--- config.mk ---
export PLATFORM = sky130hd
export DESIGN_NAME = int_list_to_bitset_parser_core
export DESIGN_NICKNAME = d
export VERILOG_FILES = /design/src/rtl/ilbp_pkg.sv /design/src/rtl/ilbp_step.sv /design/src/rtl/ilbp_out_reg.sv /design/src/rtl/int_list_to_bitset_parser_core.sv
export SDC_FILE = /design/constraint.sdc
export NUM_CORES = 1
export LEC_CHECK = 0
export BUFFER_PORTS_ARGS = -buffer_cell sky130_fd_sc_hd__buf_2
export CORE_UTILIZATION = 61
export DETAILED_ROUTE_END_ITERATION = 8
export GPL_ROUTABILITY_DRIVEN = 0
export GPL_TIMING_DRIVEN = 0
export PLACE_DENSITY = 0.89
export SLEW_MARGIN = 30
export SYNTH_ARGS = -nofsm -noshare
export SYNTH_HDL_FRONTEND = slang
export SYNTH_SLANG_ARGS = --single-unit
export TNS_END_PERCENT = 30
--- constraint.sdc ---
create_clock -name clk -period 22.1 [get_ports clk]
set_clock_uncertainty 0.15 [all_clocks]
set_input_delay 0 -clock clk [delete_from_list [all_inputs] [get_ports clk]]
set_output_delay 0 -clock clk [all_outputs]
set_load 0.005 [all_outputs]
--- src/rtl/ilbp_pkg.sv ---
// ============================================================================
// ilbp_pkg: shared types and constants of the integer list parser
// Character codes, phase and status encodings, and the result struct.
// ============================================================================
`default_nettype none

package ilbp_pkg;

  // Character codes
  localparam logic [7:0] CH_EOL   = 8'd0;
  localparam logic [7:0] CH_TAB   = 8'd9;
  localparam logic [7:0] CH_CR    = 8'd13;
  localparam logic [7:0] CH_SPACE = 8'd32;
  localparam logic [7:0] CH_COMMA = 8'd44;
  localparam logic [7:0] CH_MINUS = 8'd45;
  localparam logic [7:0] CH_DOT   = 8'd46;
  localparam logic [7:0] CH_ZERO  = 8'd48;
  localparam logic [7:0] CH_NINE  = 8'd57;
  localparam logic [7:0] CH_EOF   = 8'd255;

  // Widths of the result payload
  localparam int unsigned SET_BITS_MAX = 128;
  localparam int unsigned HALF_W       = 64;
  localparam int unsigned STATUS_W     = 3;
  localparam int unsigned OUT_DATA_W   = 136;

  // Parse phase, one-hot
  typedef enum logic [4:0] {
    PH_START  = 5'b00001,
    PH_MINUS  = 5'b00010,
    PH_NUMBER = 5'b00100,
    PH_AFTER  = 5'b01000,
    PH_TAIL   = 5'b10000
  } phase_t;

  // Result status codes
  typedef enum logic [STATUS_W-1:0] {
    ST_OK           = 3'd0,
    ST_EARLY_END    = 3'd1,
    ST_EXTRA_COMMA  = 3'd2,
    ST_BAD_MEMBER   = 3'd3,
    ST_FLOAT        = 3'd4,
    ST_MISSED_COMMA = 3'd5,
    ST_GARBAGE      = 3'd6,
    ST_EOF          = 3'd7
  } status_t;

  // Result of one parse step
  typedef struct packed {
    logic    emit;
    status_t status;
  } step_res_t;

endpackage

`default_nettype wire

--- src/rtl/ilbp_step.sv ---
// ============================================================================
// ilbp_step: one character step of the integer list parser
// Combinational next-state logic for phase, accumulator, sign and bitmap,
// plus the result status and the set reported with it.
// ============================================================================
`default_nettype none

module ilbp_step
  import ilbp_pkg::*;
#(
  parameter int unsigned SET_SIZE = 128
) (
  input  wire logic [7:0]              char_code,
  input  wire phase_t                  phase,
  input  wire logic [7:0]              number_value,
  input  wire logic                    number_negative,
  input  wire logic [SET_SIZE-1:0]     member_bitmap,
  output phase_t                       phase_nxt,
  output logic [7:0]                   number_value_nxt,
  output logic                         number_negative_nxt,
  output logic [SET_SIZE-1:0]          member_bitmap_nxt,
  output step_res_t                    res,
  output logic [SET_BITS_MAX-1:0]      set_data
);

  logic                 is_digit;
  logic                 is_space;
  logic [3:0]           digit;
  logic [11:0]          acc_wide;
  logic [7:0]           acc_sat;
  logic                 set_bit;
  phase_t               eff_phase;
  logic                 handled;
  logic [SET_BITS_MAX-1:0] bitmap_ext;

  // Classify the character
  assign is_digit = (char_code >= CH_ZERO) && (char_code <= CH_NINE);
  assign is_space = (char_code == CH_SPACE) ||
                    ((char_code >= CH_TAB) && (char_code <= CH_CR));
  assign digit    = 4'(char_code - CH_ZERO);

  // Accumulate one decimal digit, saturating at 255
  assign acc_wide = {1'b0, number_value, 3'b000} + {3'b000, number_value, 1'b0} +
                    {8'd0, digit};
  assign acc_sat  = (acc_wide > 12'd255) ? 8'hFF : acc_wide[7:0];

  // Phase update and result decision
  always_comb begin
    phase_nxt           = phase;
    number_value_nxt    = number_value;
    number_negative_nxt = number_negative;
    set_bit             = 1'b0;
    res.emit            = 1'b0;
    res.status          = ST_OK;
    eff_phase           = phase;
    handled             = 1'b0;

    // Inside a number: digits accumulate, anything else ends the number
    if (phase == PH_NUMBER) begin
      if (is_digit) begin
        number_value_nxt = acc_sat;
        handled          = 1'b1;
      end else if (number_negative && (number_value == 8'd1)) begin
        eff_phase = PH_TAIL;
      end else if (char_code == CH_DOT) begin
        res.emit   = 1'b1;
        res.status = ST_FLOAT;
        handled    = 1'b1;
      end else begin
        eff_phase = PH_AFTER;
      end
    end

    // Handle the character in its effective phase
    if (!handled) begin
      phase_nxt = eff_phase;
      unique case (eff_phase)
        PH_MINUS: begin
          if (!is_digit) begin
            res.emit   = 1'b1;
            res.status = ST_BAD_MEMBER;
          end else begin
            number_value_nxt = {4'd0, digit};
            phase_nxt        = PH_NUMBER;
          end
        end
        PH_AFTER: begin
          if (is_space) begin
            phase_nxt = PH_AFTER;
          end else if (char_code == CH_EOL) begin
            res.emit   = 1'b1;
            res.status = ST_EARLY_END;
          end else if (char_code != CH_COMMA) begin
            res.emit   = 1'b1;
            res.status = ST_MISSED_COMMA;
          end else if ((number_negative && (number_value != 8'd0)) ||
                       (number_value >= 8'(SET_SIZE))) begin
            res.emit   = 1'b1;
            res.status = ST_BAD_MEMBER;
          end else begin
            set_bit             = 1'b1;
            phase_nxt           = PH_START;
            number_value_nxt    = 8'd0;
            number_negative_nxt = 1'b0;
          end
        end
        PH_TAIL: begin
          if (is_space) begin
            phase_nxt = PH_TAIL;
          end else if (char_code == CH_EOL) begin
            res.emit   = 1'b1;
            res.status = ST_OK;
          end else begin
            res.emit   = 1'b1;
            res.status = ST_GARBAGE;
          end
        end
        default: begin
          phase_nxt = PH_START;
          if (is_space) begin
            phase_nxt = PH_START;
          end else if (char_code == CH_EOL) begin
            res.emit   = 1'b1;
            res.status = ST_EARLY_END;
          end else if (char_code == CH_EOF) begin
            res.emit   = 1'b1;
            res.status = ST_EOF;
          end else if (char_code == CH_COMMA) begin
            res.emit   = 1'b1;
            res.status = ST_EXTRA_COMMA;
          end else if (char_code == CH_MINUS) begin
            number_negative_nxt = 1'b1;
            number_value_nxt    = 8'd0;
            phase_nxt           = PH_MINUS;
          end else if (!is_digit) begin
            res.emit   = 1'b1;
            res.status = ST_BAD_MEMBER;
          end else begin
            number_negative_nxt = 1'b0;
            number_value_nxt    = {4'd0, digit};
            phase_nxt           = PH_NUMBER;
          end
        end
      endcase
    end

    // Any result returns the parser to its reset state
    if (res.emit) begin
      phase_nxt           = PH_START;
      number_value_nxt    = 8'd0;
      number_negative_nxt = 1'b0;
    end
  end

  // Set the member bit, clear the map after a result
  always_comb begin
    for (int i = 0; i < SET_SIZE; i++) begin
      member_bitmap_nxt[i] = !res.emit &&
                             (member_bitmap[i] || (set_bit && (number_value == 8'(i))));
    end
  end

  // Report the map only on success
  always_comb begin
    bitmap_ext                = '0;
    bitmap_ext[SET_SIZE-1:0]  = member_bitmap;
    set_data                  = (res.status == ST_OK) ? bitmap_ext : '0;
  end

endmodule

`default_nettype wire

--- src/rtl/ilbp_out_reg.sv ---
// ============================================================================
// ilbp_out_reg: result register of the integer list parser
// Holds one result transaction until the downstream side takes it.
// ============================================================================
`default_nettype none

module ilbp_out_reg
  import ilbp_pkg::*;
(
  input  wire logic                  clk,
  input  wire logic                  rst_n,
  input  wire logic                  load,
  input  wire logic [OUT_DATA_W-1:0] load_data,
  output logic                       can_load,
  output logic                       out_tvalid,
  input  wire logic                  out_tready,
  output logic [OUT_DATA_W-1:0]      out_tdata
);

  logic                  valid_r;
  logic                  valid_nxt;
  logic [OUT_DATA_W-1:0] data_r;

  // Free when empty or being drained this cycle
  assign can_load   = !valid_r || out_tready;
  assign valid_nxt  = load || (valid_r && !out_tready);
  assign out_tvalid = valid_r;
  assign out_tdata  = data_r;

  // Hold valid flag
  always_ff @(posedge clk) begin
    if (!rst_n) begin
      valid_r <= 1'b0;
    end else begin
      valid_r <= valid_nxt;
    end
  end

  // Capture payload
  always_ff @(posedge clk) begin
    if (load) begin
      data_r <= load_data;
    end
  end

endmodule

`default_nettype wire

--- src/rtl/int_list_to_bitset_parser_core.sv ---
// ============================================================================
// int_list_to_bitset_parser_core: comma-separated integer list to bitset
// Parses decimal members ended by -1 into a membership bitmap, one
// character per transaction, and reports status and set per line.
// ============================================================================
//
//  channel | dir | tdata                                   | one per
//  --------+-----+-----------------------------------------+-------------
//  in_     | in  | [7:0] char_code                         | character
//  out_    | out | [2:0] status, [66:3] set_low,           | finished line
//          |     | [130:67] set_high, [135:131] zero       |
//
//  One character per cycle while the result register can take a result: an
//  input register feeds the step logic, which updates the parse state and
//  loads the result register. out_tvalid rises once the last character of a
//  line has gone through the input register and the result register.
//  Reset (rst_n low, synchronous) empties both registers and returns the
//  parser to the start of a line with an empty set.
//  A full result register that is not taken stalls the step at once; the
//  input side stalls while the input register holds a stalled character.
// ============================================================================
`default_nettype none

module int_list_to_bitset_parser_core
  import ilbp_pkg::*;
#(
  parameter int unsigned SET_SIZE = 128
) (
  input  wire logic                  clk,
  input  wire logic                  rst_n,
  input  wire logic                  in_tvalid,
  output logic                       in_tready,
  input  wire logic [7:0]            in_tdata,   // [7:0] char_code
  output logic                       out_tvalid,
  input  wire logic                  out_tready,
  output logic [OUT_DATA_W-1:0]      out_tdata   // [2:0] status, [66:3] set_low,
                                                 // [130:67] set_high
);

  logic                  char_valid_r;
  logic                  char_valid_nxt;
  logic [7:0]            char_r;
  phase_t                phase_r;
  phase_t                phase_nxt;
  logic [7:0]            value_r;
  logic [7:0]            value_nxt;
  logic                  negative_r;
  logic                  negative_nxt;
  logic [SET_SIZE-1:0]   bitmap_r;
  logic [SET_SIZE-1:0]   bitmap_nxt;
  step_res_t             res;
  logic [SET_BITS_MAX-1:0] set_data;
  logic                  can_load;
  logic                  step_go;
  logic [OUT_DATA_W-1:0] result_data;

  // Step when a character is held and the result register can take a result
  assign step_go        = char_valid_r && can_load;
  assign in_tready      = !char_valid_r || step_go;
  assign char_valid_nxt = (in_tvalid && in_tready) || (char_valid_r && !step_go);

  // Input register
  always_ff @(posedge clk) begin
    if (!rst_n) begin
      char_valid_r <= 1'b0;
    end else begin
      char_valid_r <= char_valid_nxt;
    end
  end

  always_ff @(posedge clk) begin
    if (in_tvalid && in_tready) begin
      char_r <= in_tdata;
    end
  end

  ilbp_step #(
    .SET_SIZE (SET_SIZE)
  ) u_step (
    .char_code           (char_r),
    .phase               (phase_r),
    .number_value        (value_r),
    .number_negative     (negative_r),
    .member_bitmap       (bitmap_r),
    .phase_nxt           (phase_nxt),
    .number_value_nxt    (value_nxt),
    .number_negative_nxt (negative_nxt),
    .member_bitmap_nxt   (bitmap_nxt),
    .res                 (res),
    .set_data            (set_data)
  );

  // Parse state, advanced once per step
  always_ff @(posedge clk) begin
    if (!rst_n) begin
      phase_r    <= PH_START;
      value_r    <= 8'd0;
      negative_r <= 1'b0;
      bitmap_r   <= '0;
    end else if (step_go) begin
      phase_r    <= phase_nxt;
      value_r    <= value_nxt;
      negative_r <= negative_nxt;
      bitmap_r   <= bitmap_nxt;
    end
  end

  // Pack the result transaction
  assign result_data = {5'd0, set_data[SET_BITS_MAX-1:HALF_W], set_data[HALF_W-1:0],
                        res.status};

  ilbp_out_reg u_out_reg (
    .clk        (clk),
    .rst_n      (rst_n),
    .load       (step_go && res.emit),
    .load_data  (result_data),
    .can_load   (can_load),
    .out_tvalid (out_tvalid),
    .out_tready (out_tready),
    .out_tdata  (out_tdata)
  );

`ifndef NO_ASSERTIONS
  // Phase register stays one-hot
  a_phase_onehot: assert property (@(posedge clk) disable iff (!rst_n)
    $onehot(phase_r))
    else $error("parse phase not one-hot");

  // A result leaves an empty set behind
  a_clear_after_result: assert property (@(posedge clk) disable iff (!rst_n)
    (step_go && res.emit) |=> (bitmap_r == '0) && (phase_r == PH_START))
    else $error("state not cleared after result");

  // A failed line reports an empty set
  a_error_empty_set: assert property (@(posedge clk) disable iff (!rst_n)
    (out_tvalid && (out_tdata[STATUS_W-1:0] != ST_OK)) |->
      (out_tdata[OUT_DATA_W-1:STATUS_W] == '0))
    else $error("nonzero set with error status");

  // The minus phase only follows a sign
  a_minus_sign: assert property (@(posedge clk) disable iff (!rst_n)
    (phase_r == PH_MINUS) |-> (negative_r && (value_r == 8'd0)))
    else $error("minus phase without sign");
`endif

endmodule

`default_nettype wire
# Yosys cells after proc, flatten, opt, wreduce, memory -nomap -nowiden
# Cells that the tools add are included.
# totals
ff_bits,283
inputBits,12
elab_cells,651
# op_classes
n_addsub,3
n_lt_le_gt_ge,6
n_eq_ne,145
n_mux,76
n_reduce_logical,412
# op_table
cell,n
$eq A8 B7 Y1 const B,64
$eq A8 B6 Y1 const B,36
$logic_and A1 B1 Y1,265
$logic_or A1 B1 Y1,134
$eq A8 B5 Y1 const B,16
$mux W8,15
$mux W5,17
$eq A8 B4 Y1 const B,8
$mux W4,16
$eq A8 B3 Y1 const B,4
$pmux W8 S3,1
$mux W1,22
$eq A8 B2 Y1 const B,2
$logic_not A8 Y1,2
$pmux W5 S3,1
$add A11 B9 Y12,1
$add A12 B4 Y12,1
$gt A12 B8 Y1 const B,1
$ne A3 B3 Y1 const B,4
$pmux W4 S3,1
$reduce_and A10 Y1,1
$eq A8 B1 Y1 const B,1
$eq A8 B8 Y1 const B,1
$ge A8 B4 Y1 const B,1
20 further kinds,27

# Longest topological paths before layout
# depth
depth_word,15
depth_mapped,13

# Cells and area by module
# From an unflattened synthesis, not the netlist that was laid out.
# hier_totals
cells_unflattened,1591
area_unflattened_um2,13838.3
# by_module_without_submodules
mod,n_inst,cells_per_inst,area_per_inst_um2
int_list_to_bitset_parser_core,1,664,5730.5
ilbp_out_reg,1,140,4132.7
ilbp_step,1,787,3975.1

# Least setup slack after synthesis
# OpenSTA, ideal clock, no wires.
# synth_timing
path_kind,reg-to-reg
start,register char_r[4]
end,"register u_out_reg.data_r[0] (netlist: u_out_reg.out_tdata[0]), enable pin"
setup_time_ps,624
t_arrival_ps,7873
t_required_ps,21326
slack_ps,13453
stages_incl_launch_ff,10
n_path_buf,2
cell_sequence,edfxtp_1 -> or3_1 -> clkbuf_1 -> or3_4 -> a41oi_4 -> xnor2_1 -> a211o_1 -> a22o_1 -> buf_2 -> nor2_1
# synth_between
elab_chain_cells,14
# synth_lines
item,line_no,text
"start, declared",int_list_to_bitset_parser_core.sv:42,logic [7:0] char_r;
"start signal, assigned",int_list_to_bitset_parser_core.sv:73,char_r <= in_tdata;
"parallel branches: the longest is 12 deep, another holds $ge A8 B6 Y1",-,
$mux W4 (*),ilbp_step.sv:75,if (!handled) begin
$logic_and A1 B1 Y1 (*),int_list_to_bitset_parser_core.sv:115,".load (step_go && res.emit),"
named net u_out_reg.load,ilbp_out_reg.sv:12,"input wire logic load,"
"end signal, assigned",ilbp_out_reg.sv:42,data_r <= load_data;
"end, declared",ilbp_out_reg.sv:22,logic [OUT_DATA_W-1:0] data_r;
# Mark *: on every way through the listed nets, which the timed path passes.
# A chain may end at the register's enable or synchronous reset.

# Worst setup path in the final report
# layout_timing
start,register value_r[0]
end,"register u_out_reg.data_r[32] (netlist: u_out_reg.out_tdata[32]), enable pin"
# layout_between
elab_chain_cells,14
# layout_lines
item,line_no,text
"start, declared",int_list_to_bitset_parser_core.sv:45,logic [7:0] value_r;
"start signal, assigned",int_list_to_bitset_parser_core.sv:102,value_r <= value_nxt;
$eq A8 B1 Y1,ilbp_step.sv:63,end else if (number_negative && (number_value == 8'd1)) begin
$logic_and A1 B1 Y1,ilbp_step.sv:63,
$mux W4,ilbp_step.sv:63,
$mux W4,ilbp_step.sv:60,if (is_digit) begin
$mux W4,ilbp_step.sv:59,if (phase == PH_NUMBER) begin
$mux W4,"ilbp_step.sv:79, ilbp_step.sv:135",
$mux W4,ilbp_step.sv:131,end else if (char_code == CH_MINUS) begin
$mux W4,ilbp_step.sv:128,end else if (char_code == CH_COMMA) begin
$mux W4,ilbp_step.sv:125,end else if (char_code == CH_EOF) begin
$mux W4,ilbp_step.sv:122,end else if (char_code == CH_EOL) begin
$mux W4,ilbp_step.sv:120,if (is_space) begin
$pmux W4 S3,ilbp_step.sv:77,unique case (eff_phase)
$mux W4 (*),ilbp_step.sv:75,
$logic_and A1 B1 Y1 (*),int_list_to_bitset_parser_core.sv:115,
named net u_out_reg.load,ilbp_out_reg.sv:12,
# Mark *: on every way through the listed nets, which the timed path passes. The rest lies on a longest branch.

==> metrics.txt <==
Final min period=4609 ps; setup_tns=0 ps; CTS Root Cell=clkbuf_16; # diodes=0; synthesized flop and latch total=283; sequential area share after synthesis=64.05%; # DRC=0; maximum number of pins on one net before global-route repair=27; first-pass GRT wire length=42900 um; Post-Route WL=28250 um; detailed placer's ending HPWL=18250 um; crit path DAT=4690 ps; clock slew at reported path FFs=60 ps; CTS max path bufs=3; Die Area=18600 um2; share of post-route cells with drive strength above 1=21.07%; Core Rows=48; slew at the pin with the worst max-slew slack=978.9 ps; post-CTS sizing=0; Hold Path Class=in2reg; Crit Path Category=reg2reg; Yosys cell types=65; Post-synth top flop=dfxtp_1; Synth-to-Final Area Change=20.73%; final hold vios=0; Async S/R FF share, synth=0%; Synth Area per Inst=11.13 um2; Post-synth EDFFs=139; Antenna Nets Post-Route=0; Vias=8675; Max transition margin=34.50%; top achievable clock speed=217.0 MHz; PD cells=80.73 nW/um2; H-tree levels=1; fin. max-slew vios=0; top-area cell type share of the netlist area=37.89%; Chip Width=136.4 um; clock insertion delay at the later pin of the skew report=530 ps; TritonCTS clock tree=done; drt first-iter violations=959; pre-CTS setup slack=17640 ps; RSZ-0062 raised after global routing=false; core area=17480 um2; CP Capture Type=flop; top cell type by total area after synthesis=edfxtp_1; Die Span Y=136.4 um; required time worst endpoint=22180 ps; Synth Warn #=0; Synth area leaders=edfxtp_1 38%, dfxtp_1 26%, and2_1 7.6%; Tot GR Track Use=30.31%; Reg area=7057 um2; drt first pass iters=7; routed wire length per instance=19.69 um; number of global-route vias before repair=8122; worst-path fanout max=26; I/O pin count=150; top cells by count, synth=162 x nor2_1, 148 x a21oi_1, 144 x dfxtp_1; Nets=1219; most common cell in the netlist=nor2_1; Layout fillers=984; # port buffers=143; status=finished, final reports clean; cell count after synthesis=990; initial antenna violation count=1; period utilization=20.86%; via-per-instance ratio=6.045; Num CTS Buffers=26; total clock sinks=283; multi-input logic area=3724 um2; initial core utilization=63.04%; static leakage=4.867 nW; final setup margin=17490 ps; Post-Syn Area=11020 um2; maximum VDD drop=89.38 uV; Final Setup Violations=0; MaxCap Viol Count=0; grt total ovfl=0; critical path launch point type=flop
power breakdown:
group | internal, mW | switching (mW)
clock | 0.263 | 0.193
sequential | 0.565 | 0.00564
combinational | 0.0200 | 0.0271
cell families (layout without fill, tap and decap cells):
kind of cell    Yosys count  in the layout  synth area share (%)
xor+xnor                  5              5                0.3976
other cells               1              5               0.03404
simple gates            396            396                 18.64
fa+ha+maj                17             17                 2.067
flops                   283            283                 64.05
buf+inv                  66            282                 2.896
mux                       2              2                0.1817
compound gates          220            220                 11.73
metal layers:
layer / vias to the layer above / track usage (%) / wire length (um)
met2: 549 / 51.58 / 13820
li1: 3889 / - / -
met4: 0 / 13.58 / 1117
met3: 111 / 6.040 / 2851
met1: 4126 / 37.20 / 10460
met5: - / 0 / 0
layout by cell type, fill, tap and decap left out, drive strengths merged, types with 3 or more instances in the layout:
master,instances
nor4,5
buf,187
conb,5
nand4,5
nor4b,5
clkinv,8
nand2b,8
o2111ai,4
ha,15
and2,134
nor3,22
or3,4
nor2,162
nand3,6
edfxtp,139
nor3b,3
o21a,5
a31oi,4
dfxtp,144
inv,5
nand2,20
or2,3
a22oi,3
a21oi,148
clkbuf,66
o21ai,13
and3,4
o211ai,7
nor2b,8
o22ai,6
a211oi,9
dlygate4sd3,14
xnor2,3
worst max-delay path: stages, from the launching register on:
cell      delay [ps]
dfxtp_1          420
clkbuf_1         470
nor4b_1          370
nand3_1          250
a41oi_4          410
xnor2_1          200
a211o_1          430
a22o_1           220
buf_2            180
nor2_4           390
buf_16           230
buf_16           180
buf_8            180
buf_16           190
area by class of cell:
type / instances / area share (%)
Clock buffer: 39 / 6.030
Buffer: 60 / 2.230
Tap cell: 225 / 2.117
Inverter: 6 / 0.1693
Multi-Input combinational cell: 645 / 28.00
Sequential cell: 283 / 53.06
Clock inverter: 9 / 0.5550
Timing Repair Buffer: 168 / 7.846
flip-flops by register name, indices dropped and copies added, names as in the netlist:
register,flops
bitmap_r,128
char_r,8
char_valid_r,1
negative_r,1
phase_r,5
u_out_reg.out_tdata,131
u_out_reg.out_tvalid,1
value_r,8
worst paths after layout:
path                                    from                 endpoint  slack [ps]  cells after the start
worst min register to register  bitmap_r[39]             bitmap_r[39]         310                      2
worst max-delay path              value_r[0]  u_out_reg.out_tdata[32]       17490                     13
worst min-delay path             in_tdata[1]                char_r[1]          30                      2
worst max register to register    value_r[0]  u_out_reg.out_tdata[32]       17490                     13
repair_timing:
| action | CTS | global route |
|---|---|---|
| hold buffers | 14 | 0 |
| setup buffers | 0 | 0 |
| hold endpoints to repair | 30 | 0 |
| setup endpoints to repair | 0 | 0 |
stage by stage:
step | cell area, um2 | utilization [%] | hold slack, ps | cells | total power [mW]
after floorplan | 11030 | - | -51.13 | 994 | 0.6028
after global placement | 12030 | 68.83 | 26.26 | 1362 | 0.6246
after detailed placement | 12270 | 70.18 | 28.69 | 1373 | 0.6268
after CTS | 13280 | 76.00 | 28.84 | 1435 | 1.071
after global routing | 13300 | 76.10 | 34.32 | 1435 | 1.097
final | 13300 | 76.10 | 32.76 | 1435 | 1.074
(Power assumes the default switching activity.)
